<file path="src/sv/crsf_pkg.sv">
// Shared types, constants and the CRC-8 step function for the CRSF RC frame receiver.
// No dependencies; every other file refers to this package by scoped names.
package crsf_pkg;

	// Frame collection
	localparam int FRAME_MAX   = 64;
	localparam int IDX_W       = $clog2(FRAME_MAX + 1);
	localparam int CMP_W       = (IDX_W > 8) ? IDX_W : 8;
	localparam int LEN_ADJ     = 2;
	localparam int MIN_LEN     = 4;
	localparam logic [7:0] CRC_POLY = 8'hD5;

	// Channel payload: sixteen 11-bit values packed little endian from byte 3
	localparam int NUM_CHAN    = 16;
	localparam int CHAN_W      = 11;
	localparam int CHAN_IDX_W  = $clog2(NUM_CHAN);
	localparam int CHAN_FIRST  = 3;
	localparam int PAYLOAD_W   = NUM_CHAN * CHAN_W;
	localparam int PAYLOAD_B   = PAYLOAD_W / 8;
	localparam int STORE_DEPTH = CHAN_FIRST + PAYLOAD_B;

	// Link timer
	localparam int MS_W = 17;
	localparam logic [MS_W-1:0] MS_MAX = '1;

	// Job queue between front and back
	localparam int QDEPTH = 2;
	localparam int QAW    = $clog2(QDEPTH);
	localparam int QCW    = $clog2(QDEPTH + 1);

	// Configuration port
	localparam int APB_AW = 4;
	localparam int APB_DW = 32;
	localparam logic [15:0] TIMEOUT_RST = 16'd1000;
	localparam logic [7:0]  SYNC_RST    = 8'd200;
	localparam logic [7:0]  TYPE_RST    = 8'd22;

	typedef enum logic [1:0] {
		REG_TIMEOUT = 2'd0,
		REG_SYNC    = 2'd1,
		REG_TYPE    = 2'd2
	} reg_idx_t;

	typedef enum logic {
		KIND_CHAN = 1'b0,
		KIND_LOST = 1'b1
	} kind_t;

	typedef struct packed {
		logic [15:0] timeout_ms;
		logic [7:0]  sync_value;
		logic [7:0]  rc_frame_type;
	} cfg_t;

	typedef struct packed {
		kind_t                kind;
		logic [PAYLOAD_W-1:0] payload;
	} job_t;

	// One byte through the CRC-8 register, MSB first
	function automatic logic [7:0] crc_step(input logic [7:0] crc, input logic [7:0] b);
		logic [7:0] v;
		v = crc ^ b;
		for (int i = 0; i < 8; i++) begin
			if (v[7]) begin
				v = {v[6:0], 1'b0} ^ CRC_POLY;
			end else begin
				v = {v[6:0], 1'b0};
			end
		end
		return v;
	endfunction

endpackage

</file>
<file path="src/sv/crsf_front.sv">
// Front end: collects bytes into the frame store, runs CRC and length checks,
// tracks link state and the millisecond timer, and issues jobs. Uses crsf_pkg.
module crsf_front (
	input  logic                clk,
	input  logic                arst_n,
	input  logic                in_valid,
	input  logic                req_type,
	input  logic [7:0]          rx_byte,
	input  crsf_pkg::cfg_t      cfg,
	output logic                job_valid,
	output crsf_pkg::job_t      job
);

	logic [7:0]                     store_q [crsf_pkg::STORE_DEPTH];
	logic [7:0]                     store_nx [crsf_pkg::STORE_DEPTH];
	logic [crsf_pkg::IDX_W-1:0]     idx_q;
	logic [7:0]                     crc_q;
	logic                           link_q;
	logic [crsf_pkg::MS_W-1:0]      ms_q;

	logic [crsf_pkg::IDX_W-1:0]     pos;
	logic [crsf_pkg::IDX_W-1:0]     new_idx;
	logic [7:0]                     crc_cur;
	logic [7:0]                     expected;
	logic                           complete;
	logic                           frame_ok;
	logic [crsf_pkg::MS_W-1:0]      ms_inc;
	logic                           byte_in;
	logic                           tick_in;

	assign byte_in = in_valid && !req_type;
	assign tick_in = in_valid && req_type;

	// Resolve write position: sync byte mid-frame restarts at zero
	assign pos = (rx_byte == cfg.sync_value && idx_q != '0) ? '0 : idx_q;
	assign new_idx = pos + crsf_pkg::IDX_W'(1);

	// Store as seen after this byte lands
	always_comb begin
		for (int i = 0; i < crsf_pkg::STORE_DEPTH; i++) begin
			store_nx[i] = (pos == crsf_pkg::IDX_W'(i)) ? rx_byte : store_q[i];
		end
	end

	// Frame checks
	assign crc_cur  = (pos == crsf_pkg::IDX_W'(1)) ? 8'd0 : crc_q;
	assign expected = store_nx[1] + 8'(crsf_pkg::LEN_ADJ);
	assign complete = (pos != '0) &&
		(crsf_pkg::CMP_W'(new_idx) >= crsf_pkg::CMP_W'(expected));
	assign frame_ok = (expected >= 8'(crsf_pkg::MIN_LEN)) &&
		(store_nx[0] == cfg.sync_value) && (crc_cur == rx_byte) &&
		(store_nx[2] == cfg.rc_frame_type);

	// Saturating tick count
	assign ms_inc = (ms_q == crsf_pkg::MS_MAX) ? ms_q : ms_q + crsf_pkg::MS_W'(1);

	// Issue a job for a good RC frame or for a link timeout
	always_comb begin
		job_valid    = 1'b0;
		job.kind     = crsf_pkg::KIND_CHAN;
		job.payload  = '0;
		if (byte_in && complete && frame_ok) begin
			job_valid = 1'b1;
			for (int j = 0; j < crsf_pkg::PAYLOAD_B; j++) begin
				job.payload[8*j +: 8] = store_nx[crsf_pkg::CHAN_FIRST + j];
			end
		end else if (tick_in && link_q &&
			(ms_inc > crsf_pkg::MS_W'(cfg.timeout_ms))) begin
			job_valid = 1'b1;
			job.kind  = crsf_pkg::KIND_LOST;
		end
	end

	// Advance frame, CRC and link state
	always_ff @(posedge clk or negedge arst_n) begin
		if (!arst_n) begin
			for (int i = 0; i < crsf_pkg::STORE_DEPTH; i++) begin
				store_q[i] <= '0;
			end
			idx_q  <= '0;
			crc_q  <= '0;
			link_q <= 1'b0;
			ms_q   <= '0;
		end else if (byte_in) begin
			store_q <= store_nx;
			if (pos == '0) begin
				idx_q <= crsf_pkg::IDX_W'(1);
				crc_q <= '0;
			end else if (complete) begin
				idx_q <= '0;
				crc_q <= '0;
				if (frame_ok) begin
					link_q <= 1'b1;
					ms_q   <= '0;
				end
			end else if (new_idx >= crsf_pkg::IDX_W'(crsf_pkg::FRAME_MAX)) begin
				idx_q <= '0;
				crc_q <= '0;
			end else begin
				idx_q <= new_idx;
				crc_q <= (pos >= crsf_pkg::IDX_W'(2)) ? crsf_pkg::crc_step(crc_cur, rx_byte)
					: crc_cur;
			end
		end else if (tick_in && link_q) begin
			ms_q <= ms_inc;
			if (ms_inc > crsf_pkg::MS_W'(cfg.timeout_ms)) begin
				link_q <= 1'b0;
			end
		end
	end

	// Link drops only on a tick
	a_drop_on_tick: assert property (@(posedge clk) disable iff (!arst_n)
		$fell(link_q) |-> $past(tick_in))
		else $error("link dropped without a tick");

	// Good RC frame restarts the timer and raises the link
	a_frame_restarts_timer: assert property (@(posedge clk) disable iff (!arst_n)
		(job_valid && job.kind == crsf_pkg::KIND_CHAN) |=> (ms_q == '0 && link_q))
		else $error("timer not cleared after channel frame");

endmodule

</file>
<file path="src/sv/crsf_jobq.sv">
// Short job queue between the front end and the channel unpacker.
// Depends on crsf_pkg for the job type and depth.
module crsf_jobq (
	input  logic                clk,
	input  logic                arst_n,
	input  logic                wr_en,
	input  crsf_pkg::job_t      wr_job,
	input  logic                rd_en,
	output logic                rd_valid,
	output crsf_pkg::job_t      rd_job,
	output logic                full
);

	crsf_pkg::job_t               mem_q [crsf_pkg::QDEPTH];
	logic [crsf_pkg::QAW-1:0]     wptr_q;
	logic [crsf_pkg::QAW-1:0]     rptr_q;
	logic [crsf_pkg::QCW-1:0]     cnt_q;

	assign full     = (cnt_q == crsf_pkg::QCW'(crsf_pkg::QDEPTH));
	assign rd_valid = (cnt_q != '0);
	assign rd_job   = mem_q[rptr_q];

	// Hold entries; payload needs no reset
	always_ff @(posedge clk) begin
		if (wr_en) begin
			mem_q[wptr_q] <= wr_job;
		end
	end

	// Advance pointers and fill count
	always_ff @(posedge clk or negedge arst_n) begin
		if (!arst_n) begin
			wptr_q <= '0;
			rptr_q <= '0;
			cnt_q  <= '0;
		end else begin
			if (wr_en) begin
				wptr_q <= (wptr_q == crsf_pkg::QAW'(crsf_pkg::QDEPTH - 1)) ? '0
					: wptr_q + crsf_pkg::QAW'(1);
			end
			if (rd_en) begin
				rptr_q <= (rptr_q == crsf_pkg::QAW'(crsf_pkg::QDEPTH - 1)) ? '0
					: rptr_q + crsf_pkg::QAW'(1);
			end
			if (wr_en && !rd_en) begin
				cnt_q <= cnt_q + crsf_pkg::QCW'(1);
			end else if (rd_en && !wr_en) begin
				cnt_q <= cnt_q - crsf_pkg::QCW'(1);
			end
		end
	end

	// No write into a full queue unless the head leaves in the same cycle
	a_no_overflow: assert property (@(posedge clk) disable iff (!arst_n)
		(wr_en && full) |-> rd_en)
		else $error("job queue overflow");

endmodule

</file>
<file path="src/sv/crsf_back.sv">
// Back end: unpacks one job into channel results (or one link-lost result)
// into an output register. Depends on crsf_pkg.
module crsf_back (
	input  logic                           clk,
	input  logic                           arst_n,
	input  logic                           job_valid,
	input  crsf_pkg::job_t                 job,
	output logic                           job_take,
	input  logic                           pop,
	output logic                           empty,
	output logic                           kind,
	output logic [crsf_pkg::CHAN_IDX_W-1:0] channel_index,
	output logic [crsf_pkg::CHAN_W-1:0]    raw_value,
	output logic                           last,
	output logic                           connected
);

	logic                                busy_q;
	crsf_pkg::kind_t                     kind_q;
	logic [crsf_pkg::PAYLOAD_W-1:0]      data_q;
	logic [crsf_pkg::CHAN_IDX_W-1:0]     cnt_q;

	logic                                ovalid_q;
	crsf_pkg::kind_t                     okind_q;
	logic [crsf_pkg::CHAN_IDX_W-1:0]     oidx_q;
	logic [crsf_pkg::CHAN_W-1:0]         oval_q;
	logic                                olast_q;

	logic                                adv;
	logic                                emit;
	logic                                last_elem;

	assign adv       = !ovalid_q || pop;
	assign emit      = busy_q && adv;
	assign last_elem = (kind_q == crsf_pkg::KIND_LOST) ||
		(cnt_q == crsf_pkg::CHAN_IDX_W'(crsf_pkg::NUM_CHAN - 1));
	assign job_take  = job_valid && (!busy_q || (emit && last_elem));

	// Load a job or step through its channels
	always_ff @(posedge clk or negedge arst_n) begin
		if (!arst_n) begin
			busy_q <= 1'b0;
			cnt_q  <= '0;
		end else if (job_take) begin
			busy_q <= 1'b1;
			cnt_q  <= '0;
		end else if (emit && last_elem) begin
			busy_q <= 1'b0;
		end else if (emit) begin
			cnt_q <= cnt_q + crsf_pkg::CHAN_IDX_W'(1);
		end
	end

	// Job payload: shift out one channel per result
	always_ff @(posedge clk) begin
		if (job_take) begin
			kind_q <= job.kind;
			data_q <= job.payload;
		end else if (emit) begin
			data_q <= data_q >> crsf_pkg::CHAN_W;
		end
	end

	// Output register
	always_ff @(posedge clk or negedge arst_n) begin
		if (!arst_n) begin
			ovalid_q <= 1'b0;
		end else if (adv) begin
			ovalid_q <= emit;
		end
	end

	always_ff @(posedge clk) begin
		if (emit) begin
			okind_q <= kind_q;
			oidx_q  <= (kind_q == crsf_pkg::KIND_LOST) ? '0 : cnt_q;
			oval_q  <= (kind_q == crsf_pkg::KIND_LOST) ? '0 : data_q[crsf_pkg::CHAN_W-1:0];
			olast_q <= last_elem;
		end
	end

	assign empty         = !ovalid_q;
	assign kind          = okind_q;
	assign channel_index = oidx_q;
	assign raw_value     = oval_q;
	assign last          = olast_q;
	assign connected     = (okind_q == crsf_pkg::KIND_CHAN);

	// Link-lost result is a single final result with zero payload
	a_lost_shape: assert property (@(posedge clk) disable iff (!arst_n)
		(ovalid_q && okind_q == crsf_pkg::KIND_LOST) |-> (olast_q && oidx_q == '0 && oval_q == '0))
		else $error("malformed link-lost result");

	// Channel run ends exactly at the final channel
	a_chan_last: assert property (@(posedge clk) disable iff (!arst_n)
		(ovalid_q && okind_q == crsf_pkg::KIND_CHAN) |->
		(olast_q == (oidx_q == crsf_pkg::CHAN_IDX_W'(crsf_pkg::NUM_CHAN - 1))))
		else $error("last flag out of place in channel run");

endmodule

</file>
<file path="src/sv/crsf_rc_frame_receiver.sv">
// CRSF RC frame receiver top level: APB registers, front end, job queue, back end.
// Depends on crsf_pkg, crsf_front, crsf_jobq and crsf_back.
// Path: a frame's last byte writes a job into the queue, the back end loads it, then its first result is registered.
// Throughput: one input item per cycle while the two-entry job queue has room;
// one result per cycle while results are popped, so a good RC frame drains its 16 channels back to back.
// Reset (arst_n low): clears frame store, link state, timer, queue; registers take defaults.
module crsf_rc_frame_receiver (
	input  logic                            clk,
	input  logic                            arst_n,
	// Input items
	input  logic                            push,
	output logic                            full,
	input  logic                            req_type,
	input  logic [7:0]                      rx_byte,
	// Results
	output logic                            empty,
	input  logic                            pop,
	output logic                            kind,
	output logic [crsf_pkg::CHAN_IDX_W-1:0] channel_index,
	output logic [crsf_pkg::CHAN_W-1:0]     raw_value,
	output logic                            last,
	output logic                            connected,
	// Configuration
	input  logic                            psel,
	input  logic                            penable,
	input  logic                            pwrite,
	input  logic [crsf_pkg::APB_AW-1:0]     paddr,
	input  logic [crsf_pkg::APB_DW-1:0]     pwdata,
	output logic [crsf_pkg::APB_DW-1:0]     prdata,
	output logic                            pready
);

	crsf_pkg::cfg_t   cfg_q;
	crsf_pkg::reg_idx_t reg_idx;
	logic             cfg_wr;
	logic             in_valid;
	logic             fj_valid;
	crsf_pkg::job_t   fj;
	logic             q_valid;
	crsf_pkg::job_t   q_job;
	logic             q_take;

	assign pready  = 1'b1;
	assign reg_idx = crsf_pkg::reg_idx_t'(paddr[3:2]);
	assign cfg_wr  = psel && penable && pwrite && pready;

	// Register writes
	always_ff @(posedge clk or negedge arst_n) begin
		if (!arst_n) begin
			cfg_q.timeout_ms    <= crsf_pkg::TIMEOUT_RST;
			cfg_q.sync_value    <= crsf_pkg::SYNC_RST;
			cfg_q.rc_frame_type <= crsf_pkg::TYPE_RST;
		end else if (cfg_wr) begin
			case (reg_idx)
				crsf_pkg::REG_TIMEOUT: cfg_q.timeout_ms    <= pwdata[15:0];
				crsf_pkg::REG_SYNC:    cfg_q.sync_value    <= pwdata[7:0];
				crsf_pkg::REG_TYPE:    cfg_q.rc_frame_type <= pwdata[7:0];
				default: ;
			endcase
		end
	end

	// Register reads
	always_comb begin
		case (reg_idx)
			crsf_pkg::REG_TIMEOUT: prdata = crsf_pkg::APB_DW'(cfg_q.timeout_ms);
			crsf_pkg::REG_SYNC:    prdata = crsf_pkg::APB_DW'(cfg_q.sync_value);
			crsf_pkg::REG_TYPE:    prdata = crsf_pkg::APB_DW'(cfg_q.rc_frame_type);
			default:               prdata = '0;
		endcase
	end

	assign in_valid = push && !full;

	crsf_front u_front (
		.clk       (clk),
		.arst_n    (arst_n),
		.in_valid  (in_valid),
		.req_type  (req_type),
		.rx_byte   (rx_byte),
		.cfg       (cfg_q),
		.job_valid (fj_valid),
		.job       (fj)
	);

	crsf_jobq u_jobq (
		.clk      (clk),
		.arst_n   (arst_n),
		.wr_en    (fj_valid),
		.wr_job   (fj),
		.rd_en    (q_take),
		.rd_valid (q_valid),
		.rd_job   (q_job),
		.full     (full)
	);

	crsf_back u_back (
		.clk           (clk),
		.arst_n        (arst_n),
		.job_valid     (q_valid),
		.job           (q_job),
		.job_take      (q_take),
		.pop           (pop),
		.empty         (empty),
		.kind          (kind),
		.channel_index (channel_index),
		.raw_value     (raw_value),
		.last          (last),
		.connected     (connected)
	);

endmodule

</file>
<file path="config.mk">
export PLATFORM = sky130hd
export DESIGN_NAME = crsf_rc_frame_receiver
export DESIGN_NICKNAME = d
export VERILOG_FILES = /design/src/sv/crsf_pkg.sv /design/src/sv/crsf_front.sv /design/src/sv/crsf_jobq.sv /design/src/sv/crsf_back.sv /design/src/sv/crsf_rc_frame_receiver.sv
export SDC_FILE = /design/constraint.sdc
export NUM_CORES = 1
export LEC_CHECK = 0
export BUFFER_PORTS_ARGS = -buffer_cell sky130_fd_sc_hd__buf_2
export CAP_MARGIN = 20
export CORE_MARGIN = 2
export CORE_UTILIZATION = 62
export CTS_CLUSTER_SIZE = 16
export DETAILED_ROUTE_END_ITERATION = 8
export PLACE_DENSITY = 0.79
export RECOVER_POWER = 50
export SETUP_SLACK_MARGIN = 0.15
export SLEW_MARGIN = 40
export SYNTH_ARGS = -nofsm -noshare
export SYNTH_HDL_FRONTEND = slang
export SYNTH_SLANG_ARGS = --single-unit
</file>
<file path="constraint.sdc">
create_clock -name clk -period 15.01 [get_ports clk]
set_clock_uncertainty 0.1 [all_clocks]
set_input_delay 0.7505 -clock clk [delete_from_list [all_inputs] [get_ports clk]]
set_output_delay 0.7505 -clock clk [all_outputs]
set_load 0.01 [all_outputs]
</file>
==> results of run 1 <==
[placed cells by master (no fill, tap or decap), types with 13 or more instances in the layout]
cell / Yosys / final
a21oi_1: 155 / 154
a22o_1: 13 / 13
buf_2: 22 / 31
buf_4: 19 / 20
clkbuf_1: 167 / 81
clkbuf_16: 0 / 84
conb_1: 2 / 17
dfrtp_1: 263 / 263
edfxtp_1: 548 / 548
ha_1: 32 / 32
inv_1: 42 / 42
mux2_2: 192 / 190
mux2i_1: 249 / 249
nand2_1: 384 / 384
nand3_1: 129 / 129
nand4_1: 22 / 22
nor2_1: 167 / 165
nor2b_1: 23 / 22
nor3_1: 28 / 28
o21ai_0: 234 / 233
xnor2_1: 55 / 55
xor2_1: 39 / 39
[path summary, 6_finish.rpt]
path                                      from                   end  slack (ns)  cells past startpoint
min in group asynchronous               arst_n    u_front.store_q[2]        1.62                      1
min                                 pwdata[14]             cfg_q[30]        0.23                      3
max reg2reg                      u_back.kind_q     u_back.data_q[71]        5.12                      6
min reg2reg                u_front.store_q[76]   u_front.store_q[76]        0.38                      2
max                                 rx_byte[0]   u_jobq.mem_q[1][20]        3.85                     23
max in group asynchronous               arst_n  u_front.store_q[185]        7.80                      2
[per-stage QoR]
stage / util / cell area [um2] / instances / total power [W] / setup slack [ns]
after detailed placement: 0.6445 / 37320 / 3594 / 0.005170 / 6.368
after global routing: 0.6872 / 39800 / 3746 / 0.007562 / 3.346
after floorplan: - / 36460 / 2937 / 0.004644 / 1.016
final: 0.6872 / 39800 / 3746 / 0.007199 / 3.847
after global placement: 0.6423 / 37200 / 3590 / 0.005077 / 6.362
after CTS: 0.6906 / 40000 / 3745 / 0.007199 / 7.030
[kinds of logic after synthesis]
| kind of cell | after synthesis | share of synthesized area |
|---|---|---|
| AO/OA/AOI/OAI | 455 | 0.06833 |
| XOR/XNOR | 95 | 0.02324 |
| adder cells (fa/ha/maj) | 32 | 0.01100 |
| buffers and inverters | 262 | 0.03014 |
| flip-flops | 823 | 0.6415 |
| multiplexers | 441 | 0.1279 |
| other | 2 | 0.0002063 |
| AND/OR/NAND/NOR | 812 | 0.09769 |
[power by group through the flow]
stage	clock, W	combinational (W)	sequential [W]
2_1_floorplan	0	0.00143	0.00321
3_3_place_gp	0	0.00180	0.00328
3_5_place_dp	0	0.00190	0.00327
4_1_cts	0.00205	0.00192	0.00323
5_1_grt	0.00214	0.00213	0.00330
6_report	0.00203	0.00192	0.00325
[cell type report]
cell class	instances	area, um2	share of cell area
Sequential cell	823	23350	0.5868
Multi-Input combinational cell	1852	12060	0.3030
Clock buffer	122	2365	0.05942
Tap cell	765	957.2	0.02405
Timing Repair Buffer	113	599.3	0.01506
Clock inverter	29	309.0	0.007765
Inverter	42	157.7	0.003961
[per-layer routing]
| metal | GRT usage | share of wire |
|---|---|---|
| met5 | 0 | 0.00014 |
| met4 | 0.1079 | 0.032 |
| met3 | 0.04357 | 0.074 |
| met2 | 0.4546 | 0.49 |
| met1 | 0.3625 | 0.41 |
[flip-flops by register name, summed over array words and instances (netlist names), 2 cells and up]
| name | count |
|---|---|
| u_back.raw_value | 11 |
| u_back.data_q | 176 |
| u_front.idx_q | 7 |
| u_front.crc_q | 8 |
| u_jobq.mem_q | 354 |
| cfg_q | 32 |
| u_back.channel_index | 4 |
| u_back.cnt_q | 4 |
| u_jobq.cnt_q | 2 |
| u_front.ms_q | 17 |
| u_front.store_q | 200 |
[worst max-delay path: stages]
cell	delay (ns)
buf_2	0.08
clkbuf_1	2.51
xnor2_1	0.24
and3_1	0.27
nand3_1	0.52
and2_0	0.43
inv_1	0.10
ha_1	0.23
clkbuf_1	1.86
nand3_1	0.27
a21oi_1	0.28
a211o_1	0.12
nor3_1	0.06
ha_1	0.27
o21ai_0	0.07
o21bai_1	0.13
a21oi_1	0.08
o21ai_0	0.21
nand4b_1	0.14
or4b_4	0.79
a21boi_1	0.35
nor2b_4	0.66
buf_4	0.79
==> flow_metrics.tcl, run 1 <==
set metrics [dict create \
    grt_pass1_vias 23600 \
    p_switching_w 0.002255 \
    ys_seq_area_frac 0.6415 \
    cts_tree "done" \
    fill_cells 4005 \
    dp_hpwl_mm 45.97 \
    clkPwrFrac 0.282 \
    p_seq_frac 0.452 \
    area_growth_pct 9.332 \
    antenna_found_initial 1 \
    totalWireLength_mm 80.80 \
    powerDensity_nw_per_um2 180.9 \
    cts_made_buffers 81 \
    gp_congestion 0.8641 \
    drive_above_1_share 0.1338 \
    internal_power_w 0.004944 \
    setup.worst_path.class "in2reg" \
    drcViolationCount 0 \
    synth_area_um2 36400 \
    synthArstFlopShare 0.3341 \
    drt-wirelength-per-cell_um 21.57 \
    hold_path.class "in2reg" \
    worstSkewPairLatency_ns 0.65 \
    synthMostInstantiatedCell "edfxtp_1" \
    core_um2 57920 \
    fin_crit_sh 0.7437 \
    io_buffers 69 \
    synth_top_area_frac 0.4521 \
    cts_resized 0 \
    irDropWorstVdd_uv 100.3 \
    setup_violations 0 \
    synth_area_leaders "edfxtp_1 45%, dfrtp_1 18%, mux2i_1 6.8%" \
    initial_core_util 0.6285 \
    cts_max_level 3 \
    io_pins 105 \
    totalNegativeSetupSlack_ns 0 \
    yosys_most_used_dff "edfxtp_1" \
    switching_share 0.3133 \
    grt_max_degree 152 \
    synth-seq-cells 823 \
    end_kind "flop" \
    slew_viol_final 984 \
    setup.worst_path.start_class "input port" \
    vias 23030 \
    tightest_slew_ns 5.672 \
    rsz0062_at_grt "false" \
    power_frac_comb 0.267 \
    holdWs_ns 0.2309 \
    clockBufferDepth 3 \
    cts_hold_buf 0 \
    numClockSinks 823 \
    grt_pass1_wl_mm 128.2 \
    detail_route.first_pass.iterations 5 \
    synth_cells 2922 \
    synth_edf_count 548 \
    ant_nets 0 \
    p_leak_nw 15.76 \
    post-cts-setup-buffers 0 \
    routed_via_density 6.148 \
    outcome "finished with violations" \
    relSlewSlack -2.781 \
    diodes 0 \
    rows 88 \
    required_ns 15.16 \
    fin_crit_ns 11.16 \
    max_cap_viol_count 16 \
    hold_violations 0 \
    synth.top_cells.by_count "548 x edfxtp_1, 384 x nand2_1, 263 x dfrtp_1, 249 x mux2i_1, 234 x o21ai_0" \
    layout.nets 2997 \
    yosys_warnings 0 \
    path_clk_slew_ns 0.06 \
    avgSynthCellArea_um2 12.46 \
    timing.fmax_mhz 89.58 \
    synth_cell_types 66 \
    crit_fanout 59 \
    die_w_um 246.3 \
    die_h_um 246.3 \
    failed_checks "max-capacitance violations, max-slew violations" \
    gr-usage-all-layers 0.2731 \
    die-area_um2 60670 \
    root_buffer "clkbuf_16" \
    synth_area_leader_cell "edfxtp_1" \
    grt_overflow 0 \
    drtIter0Drc 1872 \
    crit_arrival_ns 11.32 \
]
No activity file was read; power rests on OpenSTA's default activity.
==> inputs of run 2 (changes only) <==
- CORE_UTILIZATION: 62 -> 56
- PLACE_DENSITY: 0.79 -> 0.76
- clock period: 15.01 -> 10 ns (I/O delays scaled with it)
==> run 2 against run 1 <==
  * The run still ends with max-capacitance violations, max-slew violations left
  * Register-to-register slack lost 3.4 ns
  * Clock power grew 50%
  * First-iteration DRC count grew 26%
  * Cell count grew 3.0%
  * Non-clock buffer count grew 18
  * Routed wire length grew 1.1%
  * Die area grew 11%
  * Hold slack lost 0.20 ns
  * Highest routed layer unchanged
  * Critical path depth shrank 17
  * Flip-flop and latch count is the same
  * Design area grew 0.91%
  * Count of clock-buffer cells in the layout shrank 10
==> flow_metrics.tcl, run 2 (synthesis gave the netlist of run 1 again) <==
set metrics [dict create \
    die-area_um2 67060 \
    cp_common_cell "o21ai_0" \
    drive_above_1_share 0.1376 \
    place_area_um2 37520 \
    wl_met3_mm 5.624 \
    met1_length_mm 33.44 \
    rr_startpoint "u_back.kind_q" \
    wl_met2_mm 40.30 \
    outcome "finished with violations" \
    tightest_slew_ns 5.750 \
    drcViolationCount 0 \
    slew_viol_final 875 \
    gp_congestion 0.8664 \
    routed_via_density 5.991 \
    diodes 0 \
    cts_max_level 3 \
    fin_crit_ns 8.329 \
    powerDensity_nw_per_um2 269.0 \
    ff2ff_setup_slack_ns 1.67 \
    layout.nets 3016 \
    switching_share 0.3170 \
    gr-usage-all-layers 0.2447 \
    max_cap_viol_count 14 \
    p_seq_frac 0.452 \
    internal_power_w 0.007380 \
    slowest_stage "clkbuf_1" \
    final_common_cell "edfxtp_1" \
    setup_violations 0 \
    grt_pass1_wl_mm 128.5 \
    io_buffers 69 \
    endpoint "u_back.data_q[0]" \
    io_pins 105 \
    fill_cells 4741 \
    crit_start "u_back.kind_q" \
    cts_resized 0 \
    detail_route.first_pass.iterations 5 \
    timing.fmax_mhz 120.1 \
    worstSkewPairLatency_ns 0.64 \
    initial_core_util 0.5657 \
    postLayoutCellArea_um2 40160 \
    regMostFlops "u_jobq.mem_q" \
    area_growth_pct 10.33 \
    totalWireLength_mm 81.72 \
    cts_made_buffers 82 \
    r2r-end "u_back.data_q[0]" \
    root_buffer "clkbuf_16" \
    p_switching_w 0.003425 \
    p_leak_nw 15.86 \
    crit_cells 6 \
    core_um2 64350 \
    rsz0062_at_grt "false" \
    crit_arrival_ns 8.44 \
    clockBufferDepth 3 \
    cts_tree "done" \
    rows 93 \
    grt_max_degree 151 \
    clkPwrFrac 0.282 \
    mostFrequentLayoutCells "548 x edfxtp_1, 384 x nand2_1, 262 x dfrtp_1, 249 x mux2i_1, 233 x o21ai_0" \
    grt_pass1_vias 23470 \
    crit_path_max_incr_delay_ns 3.21 \
    largest_register_ffs 354 \
    crit_chain "a31oi_1 -> o21ai_0 -> o21ai_4 -> clkbuf_1 -> clkbuf_2 -> o21ai_0" \
    critical_path_buf_inv_count 2 \
    hold_path.class "in2reg" \
    power_frac_comb 0.266 \
    ant_nets 0 \
    hold_violations 0 \
    setup.worst_path.start_class "flop" \
    antenna_found_initial 1 \
    end_kind "flop" \
    routed.top_layer "met5" \
    die_w_um 259.0 \
    final_cells 3857 \
    setup.worst_path.class "reg2reg" \
    reg_top3 "u_jobq.mem_q: 354 flops, u_front.store_q: 200 flops, u_back.data_q: 176 flops" \
    drtIter0Drc 2367 \
    irDropWorstVdd_uv 158.5 \
    die_h_um 259.0 \
    dp_hpwl_mm 47.39 \
    numClockSinks 823 \
    crit_fanout 150 \
    grt_overflow 0 \
    place_inst 3687 \
    failed_checks "max-capacitance violations, max-slew violations" \
    fin_crit_sh 0.8329 \
    relSlewSlack -2.834 \
    r2r_cells 6 \
    vias 23110 \
    required_ns 10.11 \
    path_delay_family "buffers and inverters" \
    drt-wirelength-per-cell_um 21.19 \
    path_clk_slew_ns 0.06 \
]
-- run 2: cell count changes in the layout (fill, tap and decap cells not counted), moves of 3 or more --
cell	change
buf_12	+4
clkinv_2	+4
clkinv_1	+4
dlygate4sd3_1	+14
clkbuf_1	-11
clkinvlp_4	+3
-- run 2: worst min path at each step --
stage	cells after the start	to	start	slack [ns]
finish	3	cfg_q[2]	pwdata[2]	0.03
global placement	2	u_front.store_q[184]	u_front.store_q[184]	0.36
CTS	3	cfg_q[2]	pwdata[2]	0.003
floorplan	0	cfg_q[0]	arst_n	0.10
global route	3	cfg_q[2]	pwdata[2]	0.04
detailed placement	1	u_front.store_q[31]	arst_n	0.32
-- run 2: layer usage --
layer	global-route usage	vias to the layer above
met1	0.3261	11600
met5	0	-
li1	-	10470
met2	0.4106	865
met4	0.09104	2
met3	0.03574	166
-- run 2: layout make-up --
cell class                      instances  area [um2]  area share
Inverter                               42       157.7    0.003926
Tap cell                              855        1070     0.02664
Clock inverter                         42       425.4     0.01059
Sequential cell                       823       23360      0.5816
Clock buffer                          112        2275     0.05664
Multi-Input combinational cell       1852       12050      0.3000
Timing Repair Buffer                  131       828.3     0.02062
-- run 2: timing repair --
action / 4_1_cts / 5_1_grt
hold buffers: 14 / 0
setup endpoints to repair: 0 / 0
buffers inserted: 0 / 0
endpoints found under the hold margin: 54 / 0
-- run 2: power by group through the flow --
stage,registers (W),logic [W],clock network [W]
6_report,0.00488,0.00287,0.00305
2_1_floorplan,0.00479,0.00215,0
5_1_grt,0.00495,0.00316,0.00322
3_5_place_dp,0.00491,0.00287,0
4_1_cts,0.00485,0.00289,0.00309
3_3_place_gp,0.00491,0.00273,0
-- run 2: tightest hold or removal path, cell delays in order --
cell and delay, ns:
buf_2 0.12, nand2_1 0.06, o21ai_0 0.07
-- run 2: per-stage QoR --
step	hold WS [ns]	setup slack [ns]	power [W]	util	setup TNS, ns
floorplan	0.1044	-0.3704	0.006942	-	-129.91
global placement	0.3582	2.434	0.007642	0.5808	0
detailed placement	0.3153	2.375	0.007782	0.5831	0
CTS	0.003038	2.547	0.01083	0.6272	0
global route	0.03573	0.9885	0.01133	0.6241	0
finish	0.03283	1.671	0.01080	0.6241	0
